$ cat src/sv/fc14_pkg.sv
package fc14_pkg;

   localparam int WORD_W      = 32;
   localparam int BLOCK_WORDS = 16;
   localparam int POS_W       = 4;
   localparam int CSR_INDEX_W = 3;
   localparam int CSR_DATA_W  = 64;
   localparam int COUNT_W     = 3;

   typedef logic [WORD_W-1:0] word_type;
   typedef word_type [BLOCK_WORDS-1:0] block_type;

   // register indexes
   localparam logic [CSR_INDEX_W-1:0] CSR_KEY_0_1  = 3'd0;
   localparam logic [CSR_INDEX_W-1:0] CSR_KEY_2_3  = 3'd1;
   localparam logic [CSR_INDEX_W-1:0] CSR_KEY_4_5  = 3'd2;
   localparam logic [CSR_INDEX_W-1:0] CSR_KEY_6_7  = 3'd3;
   localparam logic [CSR_INDEX_W-1:0] CSR_NONCE    = 3'd4;
   localparam logic [CSR_INDEX_W-1:0] CSR_KEY_256  = 3'd5;

   // "expand 32-byte k" / "expand 16-byte k", little-endian words
   localparam word_type EXPAND_W0     = 32'h6170_7865;
   localparam word_type EXPAND_W1_256 = 32'h3320_646e;
   localparam word_type EXPAND_W1_128 = 32'h3120_646e;
   localparam word_type EXPAND_W2_256 = 32'h7962_2d32;
   localparam word_type EXPAND_W2_128 = 32'h7962_2d36;
   localparam word_type EXPAND_W3     = 32'h6b20_6574;

   // sub-step of one quarter-round on the shared ARX unit
   typedef logic [1:0] arx_step_type;
   localparam arx_step_type STEP_0 = 2'd0;   // d+=e, c^=d, b=rotl(b+c,10)
   localparam arx_step_type STEP_1 = 2'd1;   // a+=b, e^=a, d=rotl(d+e,27)
   localparam arx_step_type STEP_2 = 2'd2;   // c+=d, b^=c, a=rotl(a+b,8)

   typedef struct packed {
      arx_step_type step;
      word_type     x;
      word_type     y;
      word_type     z;
      word_type     w;
   } arx_in_type;

   typedef struct packed {
      word_type x;
      word_type z;
      word_type w;
   } arx_out_type;

   function automatic block_type init_block(
      input logic [63:0] key_0_1,
      input logic [63:0] key_2_3,
      input logic [63:0] key_4_5,
      input logic [63:0] key_6_7,
      input logic [63:0] nonce,
      input logic [63:0] counter,
      input logic        key_256
   );
      block_type   blk;
      logic [63:0] hi_a;
      logic [63:0] hi_b;
      hi_a    = key_256 ? key_4_5 : key_0_1;
      hi_b    = key_256 ? key_6_7 : key_2_3;
      blk[0]  = key_0_1[31:0];
      blk[1]  = key_0_1[63:32];
      blk[2]  = key_2_3[31:0];
      blk[3]  = key_2_3[63:32];
      blk[4]  = counter[31:0];
      blk[5]  = counter[63:32];
      blk[6]  = EXPAND_W0;
      blk[7]  = key_256 ? EXPAND_W1_256 : EXPAND_W1_128;
      blk[8]  = hi_a[31:0];
      blk[9]  = hi_a[63:32];
      blk[10] = hi_b[31:0];
      blk[11] = hi_b[63:32];
      blk[12] = nonce[31:0];
      blk[13] = nonce[63:32];
      blk[14] = key_256 ? EXPAND_W2_256 : EXPAND_W2_128;
      blk[15] = EXPAND_W3;
      return blk;
   endfunction

endpackage

$ cat src/sv/fc14_ifs.sv
interface fc14_req_if;
   logic                          valid;
   logic                          ready;
   fc14_pkg::word_type            in_word;
   logic [fc14_pkg::COUNT_W-1:0]  byte_count;
   logic                          end_of_message;

   modport source (output valid, output in_word, output byte_count, output end_of_message,
                   input ready);
   modport sink   (input valid, input in_word, input byte_count, input end_of_message,
                   output ready);
endinterface

interface fc14_rsp_if;
   logic               valid;
   logic               ready;
   fc14_pkg::word_type out_word;
   logic               out_end;

   modport source (output valid, output out_word, output out_end, input ready);
   modport sink   (input valid, input out_word, input out_end, output ready);
endinterface

interface fc14_csr_if;
   logic                              valid;
   logic                              ready;
   logic [fc14_pkg::CSR_INDEX_W-1:0]  index;
   logic [fc14_pkg::CSR_DATA_W-1:0]   data;

   modport source (output valid, output index, output data, input ready);
   modport sink   (input valid, input index, input data, output ready);
endinterface

$ cat src/sv/fc14_arx_step.sv
module fc14_arx_step (
   input  fc14_pkg::arx_in_type  arx_in,
   output fc14_pkg::arx_out_type arx_out
);

   fc14_pkg::word_type sum_x;
   fc14_pkg::word_type mix_z;
   fc14_pkg::word_type sum_w;

   always_comb begin
      sum_x = arx_in.x + arx_in.y;
      mix_z = arx_in.z ^ sum_x;
      sum_w = arx_in.w + mix_z;
      arx_out.x = sum_x;
      arx_out.z = mix_z;
      case (arx_in.step)
         fc14_pkg::STEP_0: arx_out.w = {sum_w[21:0], sum_w[31:22]};
         fc14_pkg::STEP_1: arx_out.w = {sum_w[4:0],  sum_w[31:5]};
         fc14_pkg::STEP_2: arx_out.w = {sum_w[23:0], sum_w[31:24]};
         default:          arx_out.w = sum_w;
      endcase
   end

endmodule

$ cat src/sv/arx_stream_cipher_14_rounds_unit.sv
// Channel | Dir | Payload                                  | Handshake
// req     | in  | in_word[31:0], byte_count[2:0], end_of_message | valid/ready
// rsp     | out | out_word[31:0], out_end                  | valid/ready
// csr     | in  | index[2:0], data[63:0]                   | valid/ready, always ready
//
// One word at a time. A word inside a live keystream block is accepted, then
// loaded into the result register. A word that opens a new block first runs
// ceil(ROUND_COUNT/2) double rounds: the single ARX unit runs one third of
// a quarter-round per cycle. Synchronous reset clears all control state and
// the key and nonce registers and selects 256-bit keys. A stalled rsp holds
// the block in its result state; req is not ready again until the result
// register has been loaded.
module arx_stream_cipher_14_rounds_unit #(
   parameter int ROUND_COUNT = 14
) (
   input logic         clock,
   input logic         reset,
   fc14_req_if.sink    req,
   fc14_rsp_if.source  rsp,
   fc14_csr_if.sink    csr
);

   localparam int DR_COUNT = (ROUND_COUNT + 1) / 2;
   localparam int DR_W     = (DR_COUNT > 1) ? $clog2(DR_COUNT) : 1;
   localparam logic [DR_W-1:0] DR_LAST = DR_W'(DR_COUNT - 1);

   localparam logic [1:0] ST_IDLE  = 2'd0;
   localparam logic [1:0] ST_ROUND = 2'd1;
   localparam logic [1:0] ST_OUT   = 2'd2;

   localparam logic [2:0] QR_LAST_COL  = 3'd3;
   localparam logic [2:0] QR_LAST_DIAG = 3'd7;

   logic [1:0]                   state_ff, state_in;
   fc14_pkg::arx_step_type       step_ff, step_in;
   logic [2:0]                   qr_ff, qr_in;
   logic [DR_W-1:0]              dr_ff, dr_in;
   logic [63:0]                  key01_ff, key01_in;
   logic [63:0]                  key23_ff, key23_in;
   logic [63:0]                  key45_ff, key45_in;
   logic [63:0]                  key67_ff, key67_in;
   logic [63:0]                  nonce_ff, nonce_in;
   logic                         key256_ff, key256_in;
   logic [63:0]                  counter_ff, counter_in;
   logic [63:0]                  gen_ctr_ff, gen_ctr_in;
   logic [fc14_pkg::POS_W-1:0]   pos_ff, pos_in;
   logic                         blk_valid_ff, blk_valid_in;
   fc14_pkg::block_type          work_ff, work_in;
   fc14_pkg::word_type           item_word_ff, item_word_in;
   logic [fc14_pkg::COUNT_W-1:0] item_cnt_ff, item_cnt_in;
   logic                         item_eom_ff, item_eom_in;
   logic                         rsp_valid_ff, rsp_valid_in;
   fc14_pkg::word_type           rsp_word_ff, rsp_word_in;
   logic                         rsp_end_ff, rsp_end_in;

   fc14_pkg::arx_in_type         arx_in;
   fc14_pkg::arx_out_type        arx_out;
   fc14_pkg::block_type          qr_upd;
   fc14_pkg::block_type          qr_rot;
   fc14_pkg::block_type          init_load;
   fc14_pkg::block_type          init_out;
   logic [1:0]                   row_shift [4];
   logic [1:0]                   col_idx;
   fc14_pkg::word_type           ks_word;
   fc14_pkg::word_type           byte_mask;
   logic                         req_xfer;
   logic                         rsp_free;

   fc14_arx_step u_arx (
      .arx_in  (arx_in),
      .arx_out (arx_out)
   );

   assign req.ready  = (state_ff == ST_IDLE);
   assign csr.ready  = 1'b1;
   assign rsp.valid  = rsp_valid_ff;
   assign rsp.out_word = rsp_word_ff;
   assign rsp.out_end  = rsp_end_ff;

   assign req_xfer = req.valid && (state_ff == ST_IDLE);
   assign rsp_free = !rsp_valid_ff || rsp.ready;

   assign init_load = fc14_pkg::init_block(key01_ff, key23_ff, key45_ff, key67_ff,
                                           nonce_ff, counter_ff, key256_ff);
   assign init_out  = fc14_pkg::init_block(key01_ff, key23_ff, key45_ff, key67_ff,
                                           nonce_ff, gen_ctr_ff, key256_ff);
   assign ks_word   = work_ff[pos_ff] + init_out[pos_ff];

   always_comb begin
      case (item_cnt_ff)
         3'd0:    byte_mask = 32'h0000_0000;
         3'd1:    byte_mask = 32'h0000_00ff;
         3'd2:    byte_mask = 32'h0000_ffff;
         3'd3:    byte_mask = 32'h00ff_ffff;
         default: byte_mask = 32'hffff_ffff;
      endcase
   end

   // Quarter-round always works on column 0 (a=0, b=4, c=8, d=12, e=3);
   // rows rotate after each quarter-round to bring the next column or
   // diagonal into place.
   always_comb begin
      qr_upd = work_ff;
      arx_in.step = step_ff;
      case (step_ff)
         fc14_pkg::STEP_0: begin
            arx_in.x = work_ff[12];
            arx_in.y = work_ff[3];
            arx_in.z = work_ff[8];
            arx_in.w = work_ff[4];
            qr_upd[12] = arx_out.x;
            qr_upd[8]  = arx_out.z;
            qr_upd[4]  = arx_out.w;
         end
         fc14_pkg::STEP_1: begin
            arx_in.x = work_ff[0];
            arx_in.y = work_ff[4];
            arx_in.z = work_ff[3];
            arx_in.w = work_ff[12];
            qr_upd[0]  = arx_out.x;
            qr_upd[3]  = arx_out.z;
            qr_upd[12] = arx_out.w;
         end
         default: begin
            arx_in.x = work_ff[8];
            arx_in.y = work_ff[12];
            arx_in.z = work_ff[4];
            arx_in.w = work_ff[0];
            qr_upd[8] = arx_out.x;
            qr_upd[4] = arx_out.z;
            qr_upd[0] = arx_out.w;
         end
      endcase

      // left rotation per row; diagonalize after the columns, undo after the diagonals
      case (qr_ff)
         QR_LAST_COL: begin
            row_shift[0] = 2'd1;
            row_shift[1] = 2'd2;
            row_shift[2] = 2'd3;
            row_shift[3] = 2'd0;
         end
         QR_LAST_DIAG: begin
            row_shift[0] = 2'd1;
            row_shift[1] = 2'd0;
            row_shift[2] = 2'd3;
            row_shift[3] = 2'd2;
         end
         default: begin
            row_shift[0] = 2'd1;
            row_shift[1] = 2'd1;
            row_shift[2] = 2'd1;
            row_shift[3] = 2'd1;
         end
      endcase

      col_idx = 2'd0;
      for (int r = 0; r < 4; r++) begin
         for (int c = 0; c < 4; c++) begin
            col_idx = 2'(c) + row_shift[r];
            qr_rot[r*4 + c] = qr_upd[r*4 + int'(col_idx)];
         end
      end
   end

   always_comb begin
      state_in     = state_ff;
      step_in      = step_ff;
      qr_in        = qr_ff;
      dr_in        = dr_ff;
      key01_in     = key01_ff;
      key23_in     = key23_ff;
      key45_in     = key45_ff;
      key67_in     = key67_ff;
      nonce_in     = nonce_ff;
      key256_in    = key256_ff;
      counter_in   = counter_ff;
      gen_ctr_in   = gen_ctr_ff;
      pos_in       = pos_ff;
      blk_valid_in = blk_valid_ff;
      work_in      = work_ff;
      item_word_in = item_word_ff;
      item_cnt_in  = item_cnt_ff;
      item_eom_in  = item_eom_ff;
      rsp_valid_in = rsp_valid_ff;
      rsp_word_in  = rsp_word_ff;
      rsp_end_in   = rsp_end_ff;

      if (rsp_valid_ff && rsp.ready) begin
         rsp_valid_in = 1'b0;
      end

      case (state_ff)
         ST_IDLE: begin
            if (req_xfer) begin
               item_word_in = req.in_word;
               item_cnt_in  = req.byte_count;
               item_eom_in  = req.end_of_message;
               if (blk_valid_ff) begin
                  state_in = ST_OUT;
               end else begin
                  work_in      = init_load;
                  gen_ctr_in   = counter_ff;
                  counter_in   = counter_ff + 64'd1;
                  pos_in       = '0;
                  blk_valid_in = 1'b1;
                  step_in      = fc14_pkg::STEP_0;
                  qr_in        = '0;
                  dr_in        = '0;
                  state_in     = ST_ROUND;
               end
            end
         end
         ST_ROUND: begin
            if (step_ff == fc14_pkg::STEP_2) begin
               work_in = qr_rot;
               step_in = fc14_pkg::STEP_0;
               qr_in   = qr_ff + 3'd1;
               if (qr_ff == QR_LAST_DIAG) begin
                  if (dr_ff == DR_LAST) begin
                     state_in = ST_OUT;
                  end else begin
                     dr_in = dr_ff + DR_W'(1);
                  end
               end
            end else begin
               work_in = qr_upd;
               step_in = step_ff + 2'd1;
            end
         end
         ST_OUT: begin
            if (rsp_free) begin
               rsp_valid_in = 1'b1;
               rsp_word_in  = (item_word_ff ^ ks_word) & byte_mask;
               rsp_end_in   = item_eom_ff;
               pos_in       = pos_ff + 4'd1;
               if (pos_ff == 4'hf || item_eom_ff) begin
                  blk_valid_in = 1'b0;
               end
               if (item_eom_ff) begin
                  pos_in = '0;
               end
               state_in = ST_IDLE;
            end
         end
         default: begin
            state_in = ST_IDLE;
         end
      endcase

      // writes must arrive only while idle; the block itself does not enforce this
      if (csr.valid) begin
         case (csr.index)
            fc14_pkg::CSR_KEY_0_1: begin
               key01_in     = csr.data;
               pos_in       = '0;
               blk_valid_in = 1'b0;
            end
            fc14_pkg::CSR_KEY_2_3: begin
               key23_in     = csr.data;
               pos_in       = '0;
               blk_valid_in = 1'b0;
            end
            fc14_pkg::CSR_KEY_4_5: begin
               key45_in     = csr.data;
               pos_in       = '0;
               blk_valid_in = 1'b0;
            end
            fc14_pkg::CSR_KEY_6_7: begin
               key67_in     = csr.data;
               pos_in       = '0;
               blk_valid_in = 1'b0;
            end
            fc14_pkg::CSR_NONCE: begin
               nonce_in     = csr.data;
               counter_in   = '0;
               pos_in       = '0;
               blk_valid_in = 1'b0;
            end
            fc14_pkg::CSR_KEY_256: begin
               key256_in    = csr.data[0];
               pos_in       = '0;
               blk_valid_in = 1'b0;
            end
            default: begin
            end
         endcase
      end
   end

   always_ff @(posedge clock) begin
      if (reset) begin
         state_ff     <= ST_IDLE;
         step_ff      <= fc14_pkg::STEP_0;
         qr_ff        <= '0;
         dr_ff        <= '0;
         key01_ff     <= '0;
         key23_ff     <= '0;
         key45_ff     <= '0;
         key67_ff     <= '0;
         nonce_ff     <= '0;
         key256_ff    <= 1'b1;
         counter_ff   <= '0;
         pos_ff       <= '0;
         blk_valid_ff <= 1'b0;
         rsp_valid_ff <= 1'b0;
      end else begin
         state_ff     <= state_in;
         step_ff      <= step_in;
         qr_ff        <= qr_in;
         dr_ff        <= dr_in;
         key01_ff     <= key01_in;
         key23_ff     <= key23_in;
         key45_ff     <= key45_in;
         key67_ff     <= key67_in;
         nonce_ff     <= nonce_in;
         key256_ff    <= key256_in;
         counter_ff   <= counter_in;
         pos_ff       <= pos_in;
         blk_valid_ff <= blk_valid_in;
         rsp_valid_ff <= rsp_valid_in;
      end
   end

   always_ff @(posedge clock) begin
      gen_ctr_ff   <= gen_ctr_in;
      work_ff      <= work_in;
      item_word_ff <= item_word_in;
      item_cnt_ff  <= item_cnt_in;
      item_eom_ff  <= item_eom_in;
      rsp_word_ff  <= rsp_word_in;
      rsp_end_ff   <= rsp_end_in;
   end

endmodule

$ cat src/flat_wrapper.sv
// flat-port wrapper written by rule: the top's interface ports become plain ports
module arx_stream_cipher_14_rounds_unit_flat 
#(
   parameter int ROUND_COUNT = 14
)
  (clock, reset, req_valid, req_in_word, req_byte_count, req_end_of_message, req_ready, rsp_valid, rsp_out_word, rsp_out_end, rsp_ready, csr_valid, csr_index, csr_data, csr_ready);
  fc14_req_if req_i ();
  fc14_rsp_if rsp_i ();
  fc14_csr_if csr_i ();
  input logic clock;
  input logic reset;
  input wire logic [$bits(req_i.valid)-1:0] req_valid;
  input wire logic [$bits(req_i.in_word)-1:0] req_in_word;
  input wire logic [$bits(req_i.byte_count)-1:0] req_byte_count;
  input wire logic [$bits(req_i.end_of_message)-1:0] req_end_of_message;
  output wire logic [$bits(req_i.ready)-1:0] req_ready;
  output wire logic [$bits(rsp_i.valid)-1:0] rsp_valid;
  output wire logic [$bits(rsp_i.out_word)-1:0] rsp_out_word;
  output wire logic [$bits(rsp_i.out_end)-1:0] rsp_out_end;
  input wire logic [$bits(rsp_i.ready)-1:0] rsp_ready;
  input wire logic [$bits(csr_i.valid)-1:0] csr_valid;
  input wire logic [$bits(csr_i.index)-1:0] csr_index;
  input wire logic [$bits(csr_i.data)-1:0] csr_data;
  output wire logic [$bits(csr_i.ready)-1:0] csr_ready;
  assign req_i.valid = req_valid;
  assign req_i.in_word = req_in_word;
  assign req_i.byte_count = req_byte_count;
  assign req_i.end_of_message = req_end_of_message;
  assign req_ready = req_i.ready;
  assign rsp_valid = rsp_i.valid;
  assign rsp_out_word = rsp_i.out_word;
  assign rsp_out_end = rsp_i.out_end;
  assign rsp_i.ready = rsp_ready;
  assign csr_i.valid = csr_valid;
  assign csr_i.index = csr_index;
  assign csr_i.data = csr_data;
  assign csr_ready = csr_i.ready;
  arx_stream_cipher_14_rounds_unit #(.ROUND_COUNT(ROUND_COUNT)) u_core (.clock(clock), .reset(reset), .req(req_i), .rsp(rsp_i), .csr(csr_i));
endmodule
$ cat config.mk
export PLATFORM = sky130hd
export DESIGN_NAME = arx_stream_cipher_14_rounds_unit_flat
export DESIGN_NICKNAME = d
export VERILOG_FILES = /design/src/sv/fc14_pkg.sv /design/src/sv/fc14_ifs.sv /design/src/sv/fc14_arx_step.sv /design/src/sv/arx_stream_cipher_14_rounds_unit.sv /design/src/flat_wrapper.sv
export SDC_FILE = /design/constraint.sdc
export NUM_CORES = 2
export LEC_CHECK = 0
export BUFFER_PORTS_ARGS = -buffer_cell sky130_fd_sc_hd__buf_4
export CAP_MARGIN = 10
export CELL_PAD_IN_SITES_DETAIL_PLACEMENT = 1
export CELL_PAD_IN_SITES_GLOBAL_PLACEMENT = 2
export CORE_MARGIN = 5
export CORE_UTILIZATION = 37
export CTS_CLUSTER_DIAMETER = 150
export DETAILED_ROUTE_END_ITERATION = 8
export PLACE_DENSITY = 0.84
export SLEW_MARGIN = 25
export SYNTH_ARGS = -nofsm -noshare
export SYNTH_HDL_FRONTEND = slang
export SYNTH_SLANG_ARGS = --single-unit
$ cat constraint.sdc
create_clock -name clock -period 11.45 [get_ports clock]
set_input_delay 1.145 -clock clock [delete_from_list [all_inputs] [get_ports clock]]
set_output_delay 1.145 -clock clock [all_outputs]
set_load 0.05 [all_outputs]
# After elaboration in Yosys (flattened, before gate mapping)
# Index checks and enable logic that the tools add are counted.
[op_classes]
n_eq_ne = 23
n_mux = 105
reduce_logical = 24
magnitude_cmp = 17
n_bitwise = 4
addsub = 32
[op_table]
columns = ["op", "n"]
rows = [
  ["binary-select mux 32 bit (select 4 bit)", 14],
  ["two-way mux 512 bit", 3],
  ["case mux 512 bit (2 select lines)", 1],
  ["two-way mux 32 bit", 31],
  ["two-way mux 64 bit", 7],
  ["less-than comparator 32 x 6 -> 1 bit, second input constant", 12],
  ["binary-select mux 32 bit (select 2 bit)", 4],
  ["case mux 128 bit (2 select lines)", 1],
  ["case mux 32 bit (2 select lines)", 4],
  ["case mux 32 bit (4 select lines)", 1],
  ["adder 32 bit", 3],
  ["case mux 32 bit (3 select lines)", 1],
  ["adder 64 x 1 -> 64 bit, second input constant", 1],
  ["bitwise XOR 32 bit", 2],
  ["adder 4 x 2 -> 5 bit, first input constant", 8],
  ["AND 32 bit", 1],
  ["two-way mux 26 bit", 1],
  ["two-way mux 4 bit", 6],
  ["two-way mux 3 bit", 7],
  ["two-way mux 2 bit", 9],
  ["adder 3 x 2 -> 4 bit, first input constant", 4],
  ["AND reduction 2 bit", 8],
  ["equality test 3 x 2 -> 1 bit, second input constant", 5],
  ["less-than comparator 2 x 5 -> 1 bit, second input constant", 3],
  ["35 further kinds", 68],
]
[word_totals]
output_inout_bits = 36
inputBits = 108
regBits = 1046
word_cells = 241

# Longest topological paths before layout
[depth]
ltp_word = 12
ltp_mapped = 33
depth_no_buf = 26

# Modules after synthesis
# Synthesis repeated with hierarchy kept, for this count alone.
[hier_totals]
cells_unflattened = 6836
hier_area_um2 = 67902.6
[by_module_without_submodules]
columns = ["module", "seq_area_each_um2", "area_per_inst_um2", "instances", "cells_per_inst"]
rows = [
  ["arx_stream_cipher_14_rounds_unit", 27396.3, 63378.3, 1, 6216],
  ["fc14_arx_step", 0.0, 4524.3, 1, 620],
]

# Least setup slack after synthesis
# No wires, ideal clock.
[synth_timing]
kind = "input to register"
start = "input port req_valid"
end = "register u_core.dr_ff[1]"
n_path_buf = 1
t_required_ns = 11.380
path_stages = 9
setup_slack_ns = -0.993
setup_time_ns = 0.070
t_arrival_ns = 12.373
path_cell_list = "nor2b_1 > nand2_1 > inv_1 > clkbuf_1 > nor2_1 > inv_1 > nand2_1 > or3_1 > a21oi_1"
[synth_between]
elab_chain_cells = 3
[synth_rtl]
columns = ["element", "line_no", "text"]
rows = [
  ["start, declared", "flat_wrapper.sv:12", "input wire logic [$bits(req_i.valid)-1:0] req_valid;"],
  ["logical AND 1 bit", "arx_stream_cipher_14_rounds_unit.sv:80", "assign req_xfer = req.valid && (state_ff == ST_IDLE);"],
  ["inequality test 2 x 1 -> 1 bit (no source line)", "--", ""],
  ["AND reduction 6 bit (no source line)", "--", ""],
  ["end signal, assigned", "arx_stream_cipher_14_rounds_unit.sv:311", "dr_ff <= dr_in;"],
  ["end, declared", "arx_stream_cipher_14_rounds_unit.sv:37", "logic [DR_W-1:0] dr_ff, dr_in;"],
]
# Every way passes these cells.
# A chain may end at the register's enable or synchronous reset.

# Worst setup path after layout
[layout_timing]
start = "register u_core.step_ff[1]"
end = "register u_core.work_ff, in the netlist u_core.qr_upd[496] (data pin)"
[layout_between]
elab_chain_cells = 12
elab_cells_between_ends = 18
classes_between = "add/sub (2); eq/ne (2); mux (12); bitwise (1); reduce/logical (1)"
[layout_rtl]
columns = ["element", "line_no", "text"]
rows = [
  ["start, declared", "arx_stream_cipher_14_rounds_unit.sv:35", "fc14_pkg::arx_step_type step_ff, step_in;"],
  ["start signal, assigned", "arx_stream_cipher_14_rounds_unit.sv:294", "step_ff <= fc14_pkg::STEP_0;"],
  ["start signal, assigned", "arx_stream_cipher_14_rounds_unit.sv:309", "step_ff <= step_in;"],
  ["equality test 2 x 1 -> 1 bit or logical NOT 2 bit (tied branches)", "fc14_arx_step.sv:16, arx_stream_cipher_14_rounds_unit.sv:105", ""],
  ["case mux 128 bit (2 select lines)", "arx_stream_cipher_14_rounds_unit.sv:105", "case (step_ff)"],
  ["adder 32 bit", "fc14_arx_step.sv:11", "sum_x = arx_in.x + arx_in.y;"],
  ["bitwise XOR 32 bit", "fc14_arx_step.sv:12", "mix_z = arx_in.z ^ sum_x;"],
  ["adder 32 bit", "fc14_arx_step.sv:13", "sum_w = arx_in.w + mix_z;"],
  ["case mux 32 bit (3 select lines)", "fc14_arx_step.sv:16", "case (arx_in.step)"],
  ["case mux 32 bit (2 select lines)", "arx_stream_cipher_14_rounds_unit.sv:105", ""],
  ["binary-select mux 32 bit (select 4 bit) *", "arx_stream_cipher_14_rounds_unit.sv:161", "qr_rot[r*4 + c] = qr_upd[r*4 + int'(col_idx)];"],
  ["two-way mux 32 bit (not written as such) * (2 in series)", "arx_stream_cipher_14_rounds_unit.sv:161", ""],
  ["two-way mux 512 bit *", "arx_stream_cipher_14_rounds_unit.sv:215", "if (step_ff == fc14_pkg::STEP_2) begin"],
  ["case mux 512 bit (2 select lines) *", "arx_stream_cipher_14_rounds_unit.sv:193", "case (state_ff)"],
  ["end signal, assigned", "arx_stream_cipher_14_rounds_unit.sv:327", "work_ff <= work_in;"],
  ["end, declared", "arx_stream_cipher_14_rounds_unit.sv:48", "fc14_pkg::block_type work_ff, work_in;"],
]
# Every way passes the cells marked *; elsewhere a longest branch is shown, timed or not. The select of a mux whose other input is x is not followed.

==> run metrics <==
net count after synthesis=7,392; Max Cap Viol=0; global-route wire length before repair=approximately 450,000 um; initial antenna violation count=44; Finished Core Util=41.4%; dpl hpwl=219,000 um; CTS tree=yes; final setup violation count=0; Slowest-stage cell, CP=dfxtp_4; buffers added on ports=approximately 140; most used cell, CP=a21oi_1; DRC=0; DRT antenna net count=0; pwr/cell area=212 nW/um2; Max Buffers Root-to-Sink=3; wire per inst=33.5 um; cell taking the most area after synthesis=edfxtp_1; Pleak=26.0 nW; Die Area=around 190,000 um2; Post-Syn Area per Cell=just over 9 um2; main flop type after synthesis=edfxtp_1; Die W=~430 um; detailed-router iteration count before antenna repair=6; postcts setup bufs=0; hold_buf cts=0; Yosys reg bits=1,046; die height=432 um; Crit path largest cell delay=0.85 ns; Fill cells=20,257; core area=between 150,000 and 200,000 um2; status=completed; worst-skew pair later-pin latency=just under 0.8 ns; Mapped Cells=7,185; Placer Congestion=roughly 1; Crit Path Class=reg -> reg; DR vias=62,215; drt via density=6.56; CP Cell Sequence=inv_4 > buf_4 > nor2_1 > a21oi_1 > ha_1 > o211ai_1 > o211ai_1 > a21oi_1 > o21ai_0 > a31oi_1 > o21ai_0 > xor2_1 > xnor2_1 > ha_1 > and3_1 > a221o_1 > a21oi_1 > o31ai_1 > nor2_1 > xnor2_1 > or2_1 > a21oi_1 > mux4_2 > and2_1; WHS Path Cells=2; setup TNS=0 ns; Hold WC Path Type=reg -> reg; cells on worst reg2reg path=24; slew margin rel.=between 10% and 20%; TritonCTS Sinks=around 1,000; cell area after synthesis=65,800 um2; sequential share of the synthesized area=a little over two fifths; crit path DAT=8.92 ns; Global Route Usage Sum=~33%; H-tree depth=3; Post-CTS Resized=0; Synth top area share=between 20% and 30%; share of layout cells above drive strength 1=about an eighth; Synth cell types=108; root buf cell=clkbuf_16; Yosys Warn Count=0; Max VDD drop=approximately 0.15 mV; initial core utilization=37.3%; RSZ-0062 raised after global routing=false; CP Max Fanout=72; Data required, critical path=roughly 12 ns; Fmax=119 MHz; clk_skew=0.0358 ns; Reg clk slew, reported paths=approximately 0.070 ns; fin crit share=about three quarters; r2r setup slk=3.05 ns; final hold viol count=0; total CTS buffers=118; EDFF count, synth=645; largest net degree at the start of global routing=179; FP Rows=154; min Tclk post-route=8.40 ns; Synth area leaders=edfxtp_1, dfxtp_1, mux4_2; Worst Tran Pin Value=1.30 ns; Layout Area Growth over Synthesis=11.3%; CP Launch Type=flip-flop; endpoint class of the critical path=flip-flop; grt total ovfl=0; Top Ports=144; vias in the first global route=60,281; DRT Wirelength=317,000 um; share of flip-flops with an asynchronous set or reset=0%; hold_ws=0.457 ns; post-layout net count=7,216; Initial DRC Count=7,835; Max Slew Vio Count=0
-- flip-flops by register name, summed over array words and instances, names as in the netlist, 64 cells and up --
| register | count |
|---|---|
| u_core.key45_ff | 64 |
| u_core.key01_ff | 64 |
| u_core.key67_ff | 64 |
| u_core.gen_ctr_ff | 64 |
| u_core.nonce_ff | 64 |
| u_core.counter_ff | 64 |
| u_core.work_ff | 160 |
| u_core.key23_ff | 64 |
| u_core.qr_upd | 352 |
-- synthesized netlist by cell type, types with 70 or more instances --
cell type,count
nand3_1,99
buf_1,100
a211oi_1,70
edfxtp_1,645
ha_1,96
mux2i_1,409
mux4_2,234
o22ai_1,122
clkbuf_1,464
a21oi_1,927
o21ai_0,497
a22o_1,89
nand2_1,1381
dfxtp_1,401
xnor2_1,161
nor2_1,491
xor2_1,92
-- layout by cell type, fill, tap and decap left out, drive strengths merged, types with 46 or more instances in the layout --
cell	n
mux4	234
ha	96
a21oi	930
xor2	92
mux2i	409
inv	80
o22ai	122
nand3	99
o21ai	506
a22o	89
nand2	1382
nor3	61
buf	279
nor2	492
and3	67
xnor2	162
a22oi	46
edfxtp	645
clkbuf	176
dfxtp	401
a21o	60
mux2	48
a211oi	73
-- report_power, final --
group | internal (W) | total, W | switching (W) | leakage [nW]
Combinational | 0.00215 | 0.00664 | 0.00449 | 14.4
Sequential | 0.00437 | 0.00481 | 0.000436 | 9.62
Clock | 0.00231 | 0.00404 | 0.00173 | 2.01
-- stage by stage --
stage          cells  worst slack (ns)  cell area, um2  total power [W]
2_1_floorplan   7185              2.43           65800          0.00862
3_3_place_gp    9228              3.34           69000           0.0111
3_5_place_dp    9229              3.30           69000           0.0112
4_1_cts         9454              3.21           73100           0.0153
5_1_grt         9462              2.71           73100           0.0159
6_report        9477              3.05           73200           0.0155
-- cells by family (layout without fill, tap and decap cells) --
kind of cell	count (synthesis)	after routing	share of synthesized area, %
buf+inv	651	580	3.75
other cells	1	24	0.00570
compound gates	2145	2145	19.5
simple gates	2290	2290	14.5
mux	691	691	15.1
fa+ha+maj	101	101	1.95
xor+xnor	260	260	3.62
flops	1046	1046	41.7
-- layer usage --
metal	up-vias	global-route usage [%]	share of wire, %
li1	25980	-	-
met1	31716	42.4	39
met2	3707	49.4	43
met3	780	9.69	12
met4	32	17.5	6.0
met5	-	0	0.064
-- critical path: cells and delay by family, from the launching register on --
family	cells	cell delay, ns
compound gates	11	2.89
simple gates	5	1.12
mux	1	0.49
xor+xnor	3	1.13
fa+ha+maj	2	0.79
flops	1	0.85
buf+inv	2	0.81
-- final timing paths --
check / start / end
worst max-delay path: u_core.step_ff[1]$_SDFFE_PP0P_ / u_core.qr_upd[496]$_SDFFCE_PN0P_
worst min-delay path: u_core.key45_ff[38]$_SDFFE_PP0P_ / u_core.key45_ff[38]$_SDFFE_PP0P_
worst min register to register: u_core.key45_ff[38]$_SDFFE_PP0P_ / u_core.key45_ff[38]$_SDFFE_PP0P_
worst max register to register: u_core.step_ff[1]$_SDFFE_PP0P_ / u_core.qr_upd[496]$_SDFFCE_PN0P_
-- cell type report --
cell class	count	area, um2	share of cell area (%)
Tap cell	2340	2930	4.00
Timing Repair Buffer	279	2290	3.13
Multi-Input combinational cell	5488	36100	49.4
Clock inverter	49	430	0.588
Antenna cell	23	57.6	0.0787
Sequential cell	1046	27400	37.5
Clock buffer	176	3610	4.94
Inverter	76	305	0.417
No activity file was read; power rests on OpenSTA's default activity.
